**src/sv/tcm_pkg.sv**
```systemverilog
`timescale 1ns / 1ps
// Shared constants, codes and types of the touch calibration and mapping block.
package tcm_pkg;

    localparam int SCREEN_WIDTH  = 320;
    localparam int SCREEN_HEIGHT = 240;
    localparam int RAW_BITS      = 12;
    localparam int CAL_POINTS    = 4;

    localparam int SX_W     = $clog2(SCREEN_WIDTH);
    localparam int SY_W     = $clog2(SCREEN_HEIGHT);
    localparam int SCALE_W  = (SX_W > SY_W) ? SX_W : SY_W;
    localparam int NUM_W    = RAW_BITS + SCALE_W;
    localparam int CNT_W    = $clog2(NUM_W + 1);
    localparam int SIDX_W   = $clog2(CAL_POINTS);
    localparam int STEP_W   = 3;
    localparam int REG_IDX_W = 3;

    // action codes
    localparam logic [1:0] ACT_POLL  = 2'd0;
    localparam logic [1:0] ACT_START = 2'd1;
    localparam logic [1:0] ACT_LOAD  = 2'd2;

    // cal_result codes
    localparam logic [1:0] RES_NONE   = 2'd0;
    localparam logic [1:0] RES_SAVED  = 2'd1;
    localparam logic [1:0] RES_FAILED = 2'd2;

    // configuration register indexes
    localparam logic [REG_IDX_W-1:0] REG_X_MIN    = 3'd0;
    localparam logic [REG_IDX_W-1:0] REG_X_MAX    = 3'd1;
    localparam logic [REG_IDX_W-1:0] REG_Y_MIN    = 3'd2;
    localparam logic [REG_IDX_W-1:0] REG_Y_MAX    = 3'd3;
    localparam logic [REG_IDX_W-1:0] REG_SWAP     = 3'd4;
    localparam logic [REG_IDX_W-1:0] REG_MIN_SPAN = 3'd5;

    // register reset values
    localparam logic [RAW_BITS-1:0] RST_X_MIN    = RAW_BITS'(200);
    localparam logic [RAW_BITS-1:0] RST_X_MAX    = RAW_BITS'(3800);
    localparam logic [RAW_BITS-1:0] RST_Y_MIN    = RAW_BITS'(200);
    localparam logic [RAW_BITS-1:0] RST_Y_MAX    = RAW_BITS'(3800);
    localparam logic                RST_SWAP     = 1'b0;
    localparam logic [RAW_BITS-1:0] RST_MIN_SPAN = RAW_BITS'(300);

    // divider request
    typedef struct packed {
        logic                start;
        logic [NUM_W-1:0]    num;
        logic [RAW_BITS-1:0] den;
    } div_req_t;

endpackage

```
**src/sv/tcm_serial_div.sv**
```systemverilog
`timescale 1ns / 1ps
// Bit-serial restoring divider, one quotient bit per cycle.
module tcm_serial_div
    import tcm_pkg::*;
(
    input  logic             clk,
    input  logic             rst_n,
    input  div_req_t         req,
    output logic             done,
    output logic [NUM_W-1:0] quotient
);

    logic [NUM_W-1:0]    quo_reg;
    logic [RAW_BITS-1:0] rem_reg;
    logic [RAW_BITS-1:0] den_reg;
    logic [CNT_W-1:0]    cnt_reg;
    logic                done_reg;

    logic [RAW_BITS:0] trial;
    logic [RAW_BITS:0] diff;
    logic              ge;

    assign trial = {rem_reg, quo_reg[NUM_W-1]};
    assign ge    = trial >= {1'b0, den_reg};
    assign diff  = trial - {1'b0, den_reg};

    always_ff @(posedge clk or negedge rst_n)
    begin
        if (!rst_n)
        begin
            cnt_reg  <= '0;
            done_reg <= 1'b0;
        end
        else if (req.start)
        begin
            cnt_reg  <= CNT_W'(NUM_W);
            done_reg <= 1'b0;
        end
        else if (cnt_reg != '0)
        begin
            cnt_reg  <= cnt_reg - CNT_W'(1);
            done_reg <= (cnt_reg == CNT_W'(1));
        end
        else
        begin
            done_reg <= 1'b0;
        end
    end

    always_ff @(posedge clk)
    begin
        if (req.start)
        begin
            quo_reg <= req.num;
            den_reg <= req.den;
            rem_reg <= '0;
        end
        else if (cnt_reg != '0)
        begin
            rem_reg <= ge ? diff[RAW_BITS-1:0] : trial[RAW_BITS-1:0];
            quo_reg <= {quo_reg[NUM_W-2:0], ge};
        end
    end

    assign done     = done_reg;
    assign quotient = quo_reg;

endmodule

```
**config.mk**
```make
export PLATFORM = sky130hd
export DESIGN_NAME = tcm_serial_div
export DESIGN_NICKNAME = d
export VERILOG_FILES = /design/src/sv/tcm_pkg.sv /design/src/sv/tcm_serial_div.sv
export SDC_FILE = /design/constraint.sdc
export NUM_CORES = 1
export LEC_CHECK = 0
export BUFFER_PORTS_ARGS = -buffer_cell sky130_fd_sc_hd__buf_4
export CAP_MARGIN = 20
export CORE_MARGIN = 5
export CORE_UTILIZATION = 49
export CTS_CLUSTER_SIZE = 40
export DETAILED_ROUTE_END_ITERATION = 6
export PLACE_DENSITY = 0.76
export SLEW_MARGIN = 15
export SYNTH_ARGS = -nofsm -noshare
export SYNTH_HDL_FRONTEND = slang
export SYNTH_SLANG_ARGS = --single-unit
export TNS_END_PERCENT = 50
```
**constraint.sdc**
```tcl
create_clock -name clk -period 2.1 [get_ports clk]
set_input_delay 0.105 -clock clk [delete_from_list [all_inputs] [get_ports clk]]
set_output_delay 0.105 -clock clk [all_outputs]
set_load 0.05 [all_outputs]
```
; Word-level counts from Yosys, hierarchy flattened
; Cells that the tools add are included.
[classes]
addsub = 2
multipliers = 0
div = 0
magnitude_cmp = 1
eq_ne = 1
shifts = 0
muxes = 7
bitwise_logic = 0
reduce_logical = 2
[ops]
columns = op, n
row1 = 21-bit two-way mux, 2
row2 = 13-bit by 12-bit >= comparator with 1-bit output, 1
row3 = 12-bit two-way mux, 1
row4 = 12-bit subtractor, 1
row5 = 5-bit two-way mux, 2
row6 = "5-bit by 1-bit == test with 1-bit output, second input constant", 1
row7 = 5-bit nonzero test, 1
row8 = "5-bit by 1-bit subtractor with 5-bit output, second input constant", 1
row9 = 1-bit two-way mux, 2
row10 = 2-bit nonzero test, 1
[totals]
reg_bits = 51
latchBits = 0
ramBits = 0
mem_bits_ro = 0
output_inout_bits = 22
elab_cells = 18
n_memories = 0

; Logic depth before layout (Yosys ltp)
; Gate-level depths: netlist of the first run.
[depth]
word_depth = 3
mapped_depth = 9
ltp_nobuf = 9

; Worst setup path after synthesis of the first run
; Ideal clock, no wire load.
[synth_timing]
path_kind = reg-to-reg
start = register quo_reg[20], in the netlist quotient[20]
end = register rem_reg[10]
setup_time_ps = 124
t_arrival_ps = 2202
required_ps = 1976
path_slack_ps = -226
stages_incl_launch_ff = 10
path_buffers = 0
synth_period_minus_slack_ps = 2326
path_cell_list = edfxtp_1 -> inv_1 -> ha_1 -> fa_1 -> nand2b_1 -> nand2_1 -> a311oi_1 -> a311oi_1 -> xnor2_1 -> o21ai_0
[synth_via]
elab_chain_len = 2
word_cells_on_any_way = 3
[synth_rtl]
columns = item, line_no
row1 = start: declaration, tcm_serial_div.sv:13  ; logic [NUM_W-1:0] quo_reg;
row2 = start signal: assignment, tcm_serial_div.sv:54  ; quo_reg <= req.num;
row3 = start signal: assignment, tcm_serial_div.sv:61  ; quo_reg <= {quo_reg[NUM_W-2:0], ge};
row4 = 12-bit subtractor or 13-bit by 12-bit >= comparator with 1-bit output (tied branches), "tcm_serial_div.sv:25, tcm_serial_div.sv:24"
row5 = 12-bit two-way mux *, tcm_serial_div.sv:60  ; rem_reg <= ge ? diff[RAW_BITS-1:0] : trial[RAW_BITS-1:0];
row6 = end signal: assignment, tcm_serial_div.sv:60
row7 = end: declaration, tcm_serial_div.sv:14  ; logic [RAW_BITS-1:0] rem_reg;
; Mark *: on every way between the ends. The rest lies on a longest branch, timed or not.
; A chain may end at the register's enable or synchronous reset.

; Worst setup path after layout of the first run
[layout_timing]
start = register den_reg[1]
end = register quo_reg[0], in the netlist quotient[0] (data pin)
[layout_via]
elab_chain_len = 3
[layout_rtl]
columns = item, line_no
row1 = start: declaration, tcm_serial_div.sv:15  ; logic [RAW_BITS-1:0] den_reg;
row2 = start signal: assignment, tcm_serial_div.sv:55  ; den_reg <= req.den;
row3 = 13-bit by 12-bit >= comparator with 1-bit output, tcm_serial_div.sv:24  ; assign ge = trial >= {1'b0, den_reg};
row4 = 21-bit two-way mux, tcm_serial_div.sv:58  ; else if (cnt_reg != '0)
row5 = 21-bit two-way mux, tcm_serial_div.sv:52  ; if (req.start)
; Every way passes these cells. The select of a mux whose other input is x is not followed.

==> reports/metrics.yaml, run 1 <==
place:
  place.gp.congestion: 0.806
  dp_slack_ps: 11.0
  port-buffer-count: 57
  numPlacedInstances: 370
  post_dp_cell_area_sq_um: 3340
  dp_hpwl_microns: 4220
grt:
  grt_max_degree: 30
  grt_pass1_wl_microns: 9900
  grt-ovfl-total: 0
  first_global_vias: 2115
  gr-usage-all-layers_pct: 16.8
  antenna_found_initial: 0
final_layout:
  fillers: 440
  final_layout_size_suffix_gt1_share_pct: 37.8
  largest_reg_flops: 21
  areaGrowthSynthToFinish_pct: 30.5
  antenna_cells: 0
  finalNonFillerCells: 392
  utilization_pct: 65.6
  nNetsFinal: 371
  design_area_sq_um: 3590
timing:
  fmax_mhz: 484
  rsz0062_at_grt: "true"
  fin_skew_ps: 14.4
  fin_ws_ps: 31.9
  hold_ws_ps: 84.8
  min_period_ps: 2070
  timing.final.crit_share_pct: 98.5
  tns_ps: 0
  finalSetupViolCount: 0
  slew_violations: 0
  max_slew_margin_pct: 69.8
  tightest_slew_ps: 449
  hold_violations: 0
clocking:
  cts_buffers: 5
  clk_latency_ps: 310
  cts_root_buf: "clkbuf_8"
  cts.clk_slew.worst_paths_ps: 110
  cts_setup_buffers: 0
  htree_levels: 2
  cts_tree: "done"
  cts.sinks: 51
  max-clock-path-buffers: 2
pwr:
  power_switching_share_pct: 34.8
  clkPwrFrac_pct: 20.8
  p_leak_nw: 1.55
  power_mw: 2.90
  comb_power_share_pct: 35.3
  vdd_drop_max_v: 0.000433
  switchingPower_mw: 1.01
  sequentialPowerShare_pct: 43.9
  p_int_mw: 1.89
  pwr_density_cell_nw_per_um2: 809
critical_path:
  regToRegSetupSlack_ps: 30
  r2r_cells: 7
  endpoint: "quotient[0]"
  cp-end-kind: "register"
  path_max_fanout: 10
  reg2reg_to: "quotient[0]"
  cp_data_arrival_time_ps: 2150
  r2r-start: "den_reg[1]"
  startpoint: "den_reg[1]"
  crit_type: "reg2reg"
  crit_path_start_kind: "register"
  cp.required_ps: 2180
synthesis:
  yosys-top-cells-area: "edfxtp_1 36%, dfxtp_1 8.7%, mux2_2 8.6%"
  async_flop_share_pct: 11.8
  netlist_instances: 237
  syn_area_per_cell_sq_um: 11.6
  synth_top_area_cell: "edfxtp_1"
  synth_warnings: 0
  synth.distinct_cells: 51
  ys_ff_latch: 51
  synth-edff-count: 33
  ys_seq_area_share_pct: 50.2
  synth_ff_type: "edfxtp_1"
  synth_area_sq_um: 2750
  synth_fp_nets: 289
  synth.top_cell.area_share_pct: 36.0
worst_hold_path:
  hp-class: "in2reg"
  hold_path_depth: 2
drt:
  wl_per_cell_microns: 14.5
  drcViolationCount: 0
  vias: 2072
  finalWirelength_microns: 5700
  routed_via_density: 5.29
  dr.pass1.iters: 4
  drt_iter0_drc: 108
  postRouteAntennaNets: 0
run_status:
  status: "finished, final reports clean"
floorplanning:
  start_util_pct: 50.3
  ios: 58
  design.die.area_sq_um: 7210
  die_height_microns: 84.9
  core-area_sq_um: 5470
  die_w_microns: 84.9
  fp-row-count: 27
job:
  drv_cap: 0
[layout by cell type, fill, tap and decap left out, types with 6 or more instances in the layout]
master,n
dlygate4sd3_1,13
nor2_1,17
nand2_1,13
inv_1,17
buf_4,68
mux2_2,20
nor3_1,7
edfxtp_1,33
xnor2_1,10
a21oi_1,6
dfrtp_1,6
ha_1,13
dfxtp_1,12
[layout make-up]
type	instances	area (sq um)	share of cell area, %
Multi-Input combinational cell	160	1310	36.4
Clock inverter	3	25.0	0.697
Inverter	20	75.1	2.09
Clock buffer	5	68.8	1.92
Sequential cell	51	1380	38.5
Timing Repair Buffer	81	641	17.9
Tap cell	72	90.1	2.51
[kinds of logic after synthesis]
family	Yosys count	share of synthesized area, %
DFF	51	50.2
and+or+nand+nor	67	12.4
xor gates and xnor gates	11	3.50
muxes	22	8.96
adders and majority gates	16	7.55
AOI/OAI and AO/OA	43	13.1
buffers and inverters	27	4.32
[power groups by stage]
stage / clock [mW] / sequential [mW] / combinational [mW]
2_1_floorplan: 0 / 1.48 / 0.539
3_3_place_gp: 0 / 1.29 / 0.980
3_5_place_dp: 0 / 1.30 / 0.995
4_1_cts: 0.618 / 1.27 / 1.02
5_1_grt: 0.658 / 1.29 / 1.12
6_report: 0.604 / 1.28 / 1.02
[worst max-delay path, cell delays in order (launching register included)]
cell and delay [ps]:
edfxtp_1 420, inv_2 90, ha_4 190, nor2b_4 120, o31a_4 290, o31ai_4 280, nand2_4 150, mux2_4 280
[worst min path at each step]
stage	startpoint	end	slack (ps)
2_1_floorplan	rst_n	cnt_reg[0]	-190
3_3_place_gp	rst_n	done	-90
3_5_place_dp	rst_n	done	-80
4_1_cts	req[19]	quotient[7]	80
5_1_grt	req[19]	quotient[7]	80
6_report	req[21]	quotient[9]	80
[layer usage]
metal	vias to the layer above	track usage, %	wire length, microns
li1	1038	-	-
met1	992	21.5	2550
met2	30	28.5	2870
met3	12	3.01	176
met4	0	6.04	105
met5	-	0	0
[cells in the mapped netlist (2+ instances only)]
cell type / instances
and3_1: 5
nand3_1: 5
a31oi_1: 3
nand2b_1: 2
nand2_2: 5
inv_1: 19
dfrtp_1: 6
a41oi_1: 2
nor2b_1: 2
a211oi_1: 3
xnor2_1: 10
a21o_1: 2
and2_1: 2
nor3_1: 7
edfxtp_1: 33
a311oi_1: 2
o21a_1: 2
dfxtp_1: 12
ha_1: 15
o21ai_0: 6
a211o_1: 2
mux2_2: 21
nand2_1: 14
a311oi_2: 4
buf_1: 2
a21oi_1: 7
or3_1: 2
clkbuf_1: 3
nor2_1: 17
[repair_timing]
| item | CTS | global route |
|---|---|---|
| pin swaps | 0 | 1 |
| setup endpoints to repair | 1 | 13 |
| endpoints found under the hold margin | 18 | 0 |
| gates cloned | 0 | 1 |
| hold buffers | 13 | 0 |
| gates resized for setup | 0 | 3 |
No activity file was read; power rests on OpenSTA's default activity.
==> run 2: changes to the inputs <==
--- a/config.mk
+++ b/config.mk
@@ -7,11 +7,13 @@
 export LEC_CHECK = 0
 export BUFFER_PORTS_ARGS = -buffer_cell sky130_fd_sc_hd__buf_4
 export CAP_MARGIN = 20
+export CELL_PAD_IN_SITES_DETAIL_PLACEMENT = 1
+export CELL_PAD_IN_SITES_GLOBAL_PLACEMENT = 1
 export CORE_MARGIN = 5
-export CORE_UTILIZATION = 49
+export CORE_UTILIZATION = 39
 export CTS_CLUSTER_SIZE = 40
 export DETAILED_ROUTE_END_ITERATION = 6
-export PLACE_DENSITY = 0.76
+export PLACE_DENSITY_LB_ADDON = 0.1
 export SLEW_MARGIN = 15
 export SYNTH_ARGS = -nofsm -noshare
 export SYNTH_HDL_FRONTEND = slang
==> run 2 against run 1 <==
  * The flow now finishes with violations (negative setup slack)
  * Final area increased by 3.9%
  * Via count up 1.8%
  * Critical path depth up 1
  * Count of clock-buffer cells in the layout increased by 1
  * First-iteration DRC count decreased by 4.6%
  * Critical path type unchanged
  * Fmax down 1.6%
  * Sequential power barely moved
  * Combinational power increased by 9.8%
  * Total power is 4.6% higher
  * Final cell count is 7.9% higher
==> reports/metrics.yaml, run 2 (same netlist as run 1, synthesis figures left out) <==
floorplanning:
  start_util_pct: 40.3
  die_height_microns: 94.0
  die_w_microns: 94.0
  design.die.area_sq_um: 8830
  fp-row-count: 30
  core-area_sq_um: 6830
  ios: 58
critical_path:
  path_max_fanout: 3
  crit_buf_inv: 1
  path_delay_family: "compound AO/OA/AOI/OAI gates"
  cp-end-kind: "register"
  cp_data_arrival_time_ps: 2310
  r2r_cells: 8
  crit_path_start_kind: "register"
  crit_type: "reg2reg"
  reg2reg_to: "rem_reg[10]"
  cp.required_ps: 2310
  worst_path_largest_cell_delay_ps: 400
  r2r-start: "den_reg[6]"
  cp_cell_sequence: "inv_2 > ha_4 > a211o_1 > a211o_1 > a311oi_1 > a311oi_1 > xnor2_1 > o21ai_1"
  regToRegSetupSlack_ps: -0.9
  crit_slowest_cell: "edfxtp_1"
pwr:
  vdd_drop_max_v: 0.000430
  pwr_density_cell_nw_per_um2: 815
  p_leak_nw: 1.60
  power_mw: 3.04
job:
  drv_cap: 0
final_layout:
  final_layout_size_suffix_gt1_share_pct: 41.6
  final_common_cell: "buf_4"
  largest_reg_flops: 21
  antenna_cells: 0
  fillers: 766
  final_cell_mix: "75 x buf_4, 33 x edfxtp_1, 20 x mux2_2"
  utilization_pct: 54.6
  areaGrowthSynthToFinish_pct: 35.5
  nNetsFinal: 378
timing:
  hold_violations: 0
  slew_violations: 0
  finalSetupViolCount: 1
  timing.final.crit_share_pct: 100
  hold_ws_ps: 88.8
  tns_ps: -0.923
  tightest_slew_ps: 418
  fin_ws_ps: -0.923
  fin_skew_ps: 10.3
  min_period_ps: 2100
  fmax_mhz: 476
  max_slew_margin_pct: 71.9
  rsz0062_at_grt: "true"
run_status:
  violations: "negative setup slack"
  status: "complete, but fails checks"
drt:
  routed_via_density: 4.99
  wl_per_cell_microns: 15.9
  drt_iter0_drc: 103
  finalWirelength_microns: 6720
  drcViolationCount: 0
  vias: 2110
  postRouteAntennaNets: 0
  dr.pass1.iters: 4
worst_hold_path:
  min-delay-start: "req[28]"
  hold-path-endpoint: "quotient[16]"
  hp-class: "in2reg"
  hold_path_depth: 2
grt:
  grt-ovfl-total: 0
  grt_pass1_wl_microns: 11100
  gr-usage-all-layers_pct: 15.9
  first_global_vias: 2278
  grt_max_degree: 22
  antenna_found_initial: 0
clocking:
  clk_latency_ps: 310
  cts_buffers: 5
  cts.clk_slew.worst_paths_ps: 110
  cts_tree: "done"
  cts.sinks: 51
  htree_levels: 2
  max-clock-path-buffers: 2
  cts_root_buf: "clkbuf_8"
place:
  port-buffer-count: 57
  place.gp.congestion: 0.769
  dp_hpwl_microns: 4830
[run 2: changes by cell type in the layout (fill, tap and decap cells not counted), sizes merged]
cell	before	now
inv	21	19
clkinv	1	2
clkbuf	5	6
buf	68	75
[run 2: layout make-up]
cell class / instances / area, sq um / share of cell area [%]
flip-flops and latches: 51 / 1380 / 37.1
multi-input cells: 160 / 1360 / 36.4
clock inverters: 2 / 16.3 / 0.436
repair buffers: 88 / 693 / 18.6
inverters: 20 / 75.1 / 2.01
well taps: 96 / 120 / 3.22
clock buffers: 6 / 82.6 / 2.22
[run 2: how the worst max path moves through the flow]
stage | cells past startpoint | startpoint | slack (ps) | end
4_1_cts | 9 | den_reg[1] | 1 | rem_reg[7]
6_report | 8 | den_reg[6] | -0.9 | rem_reg[10]
2_1_floorplan | 9 | quotient[20] | -30 | rem_reg[10]
5_1_grt | 8 | den_reg[1] | -60 | rem_reg[7]
3_5_place_dp | 7 | den_reg[1] | 30 | quotient[0]
3_3_place_gp | 8 | den_reg[6] | 60 | rem_reg[10]
[run 2: routing by layer]
| layer | global-route usage, % | up-vias | routed length [microns] |
|---|---|---|---|
| li1 | - | 1045 | - |
| met1 | 20.8 | 1027 | 3160 |
| met5 | 0 | - | 0 |
| met4 | 4.81 | 0 | 81 |
| met3 | 4.33 | 7 | 255 |
| met2 | 25.8 | 31 | 3230 |
[run 2: timing repair]
action / 4_1_cts / 5_1_grt
gates resized for setup: 1 / 12
setup buffers: 0 / 2
endpoints found under the hold margin: 18 / 0
pin swaps: 0 / 6
hold buffers: 13 / 0
gates cloned: 0 / 1
endpoints found under the setup margin: 1 / 12
[run 2: where the power goes]
group / internal, mW / total, mW / switching [mW]
combinational: 0.496 / 1.12 / 0.620
sequential: 1.20 / 1.29 / 0.0868
clock: 0.270 / 0.634 / 0.363
[run 2: stage by stage]
| stage | std cells | worst slack (ps) | cell area (sq um) |
|---|---|---|---|
| after floorplan | 237 | -27.2 | 2780 |
| final | 423 | -0.923 | 3730 |
| after global routing | 423 | -61.5 | 3730 |
| after global placement | 399 | 57.6 | 3410 |
| after detailed placement | 399 | 26.8 | 3410 |
| after CTS | 420 | 1.48 | 3640 |
==> run 3: changes to the inputs <==
--- a/config.mk
+++ b/config.mk
@@ -13,7 +13,7 @@
 export CORE_UTILIZATION = 39
 export CTS_CLUSTER_SIZE = 40
 export DETAILED_ROUTE_END_ITERATION = 6
-export PLACE_DENSITY_LB_ADDON = 0.1
+export PLACE_DENSITY = 0.8
 export SLEW_MARGIN = 15
 export SYNTH_ARGS = -nofsm -noshare
 export SYNTH_HDL_FRONTEND = slang
==> run 3 against run 2 <==
  * The run still ends with negative setup slack left
  * Total power up 2.5%
  * First-iteration DRC count grew 17%
  * Combinational power is essentially flat
  * Wire length increased by 7.1%
  * Via count rose by 2.0%
==> reports/metrics.yaml, run 3 (same netlist as run 1, synthesis figures left out) <==
final_layout:
  final_common_cell: "buf_4"
  design_area_sq_um: 3690
  areaGrowthSynthToFinish_pct: 34.1
  final_cell_mix: "70 x buf_4, 33 x edfxtp_1, 20 x mux2_2"
  antenna_cells: 0
  finalNonFillerCells: 418
  final_layout_size_suffix_gt1_share_pct: 40.4
  nNetsFinal: 373
  largest_reg_flops: 21
clocking:
  max-clock-path-buffers: 2
  cts_buffers: 5
  clk_latency_ps: 300
  cts.sinks: 51
  cts_tree: "done"
  cts_root_buf: "clkbuf_8"
  cts.clk_slew.worst_paths_ps: 100
  htree_levels: 2
job:
  drv_cap: 0
critical_path:
  cp-end-kind: "register"
  cp_data_arrival_time_ps: 2180
  cp.required_ps: 2160
  crit_type: "reg2reg"
  path_max_fanout: 10
  crit_path_start_kind: "register"
timing:
  finalSetupViolCount: 1
  rsz0062_at_grt: "true"
  hold_violations: 0
  fmax_mhz: 472
  min_period_ps: 2120
  fin_skew_ps: 5.09
  hold_ws_ps: 92.4
  max_slew_margin_pct: 71.1
  fin_ws_ps: -18.0
  slew_violations: 0
  timing.final.crit_share_pct: 101
  tightest_slew_ps: 430
  tns_ps: -18.0
run_status:
  violations: "negative setup slack"
  status: "complete, but fails checks"
worst_hold_path:
  hp-class: "in2reg"
grt:
  antenna_found_initial: 0
  gr-usage-all-layers_pct: 16.7
  grt-ovfl-total: 0
  grt_max_degree: 36
  grt_pass1_wl_microns: 11500
  first_global_vias: 2394
floorplanning:
  design.die.area_sq_um: 8830
  die_height_microns: 94.0
  fp-row-count: 30
  start_util_pct: 40.3
  die_w_microns: 94.0
  ios: 58
  core-area_sq_um: 6830
pwr:
  p_int_mw: 2.05
  power_switching_share_pct: 34.2
  power_mw: 3.11
  sequentialPowerShare_pct: 41.4
  pwr_density_cell_nw_per_um2: 844
  switchingPower_mw: 1.07
  comb_power_share_pct: 35.7
  clkPwrFrac_pct: 22.9
  p_leak_nw: 1.58
  vdd_drop_max_v: 0.000488
place:
  dp_hpwl_microns: 5180
  port-buffer-count: 57
  numPlacedInstances: 395
  place.gp.congestion: 0.763
  post_dp_cell_area_sq_um: 3380
drt:
  wl_per_cell_microns: 17.2
  postRouteAntennaNets: 0
  vias: 2153
  finalWirelength_microns: 7200
  routed_via_density: 5.15
  dr.pass1.iters: 4
  drt_iter0_drc: 121
  drcViolationCount: 0
==> run 3: timing repair <==
item,in CTS,in global routing
hold buffers,13,0
gates cloned,0,1
resized for setup,1,9
hold endpoints to repair,18,0
setup buffers,0,1
endpoints found under the setup margin,1,13
pin swaps,1,8
==> run 3: power groups by stage <==
stage / clock network, mW / logic, mW / registers [mW]
floorplan: 0 / 0.539 / 1.48
global placement: 0 / 0.993 / 1.30
detailed placement: 0 / 1.02 / 1.30
CTS: 0.740 / 1.06 / 1.28
global route: 0.792 / 1.20 / 1.31
finish: 0.712 / 1.11 / 1.29
==> run 3: path summary, 6_finish.rpt <==
check	startpoint	end	slack [ps]	cells past startpoint
max	den_reg[1]	quotient[0]	-20	7
min	req[14]	quotient[2]	90	2
max reg2reg	den_reg[1]	quotient[0]	-20	7
min reg2reg	rem_reg[1]	rem_reg[1]	510	2
max in group asynchronous	rst_n	cnt_reg[0]	1860	2
min in group asynchronous	rst_n	done	130	2
==> run 3: metal layers <==
layer | vias up | routed length [microns] | global-route usage, %
met5 | - | 0 | 0
met3 | 10 | 309 | 3.21
met4 | 0 | 119 | 4.81
met2 | 57 | 3790 | 30.9
met1 | 1055 | 2980 | 19.3
li1 | 1031 | - | -
==> run 3: worst max-delay path, stage by stage (launching register included) <==
cell,delay [ps]
edfxtp_1,430
inv_2,80
ha_4,190
nor2b_4,130
o31a_4,300
o31ai_4,300
nand2_4,170
mux2_4,280
==> run 3: final cells by class <==
class | count | area [sq um]
fillers | 776 | 3140
flip-flops and latches | 51 | 1380
multi-input cells | 160 | 1340
repair buffers | 83 | 656
well taps | 96 | 120
inverters | 20 | 75.1
clock buffers | 5 | 68.8
clock inverters | 3 | 47.5
==> run 3: stage by stage <==
stage	util [%]	setup slack, ps
final	54.0	-18.0
after global routing	54.0	-77.7
after CTS	53.1	-13.5
after detailed placement	49.4	-30.5
after global placement	49.4	40.1
after floorplan	-	-27.2
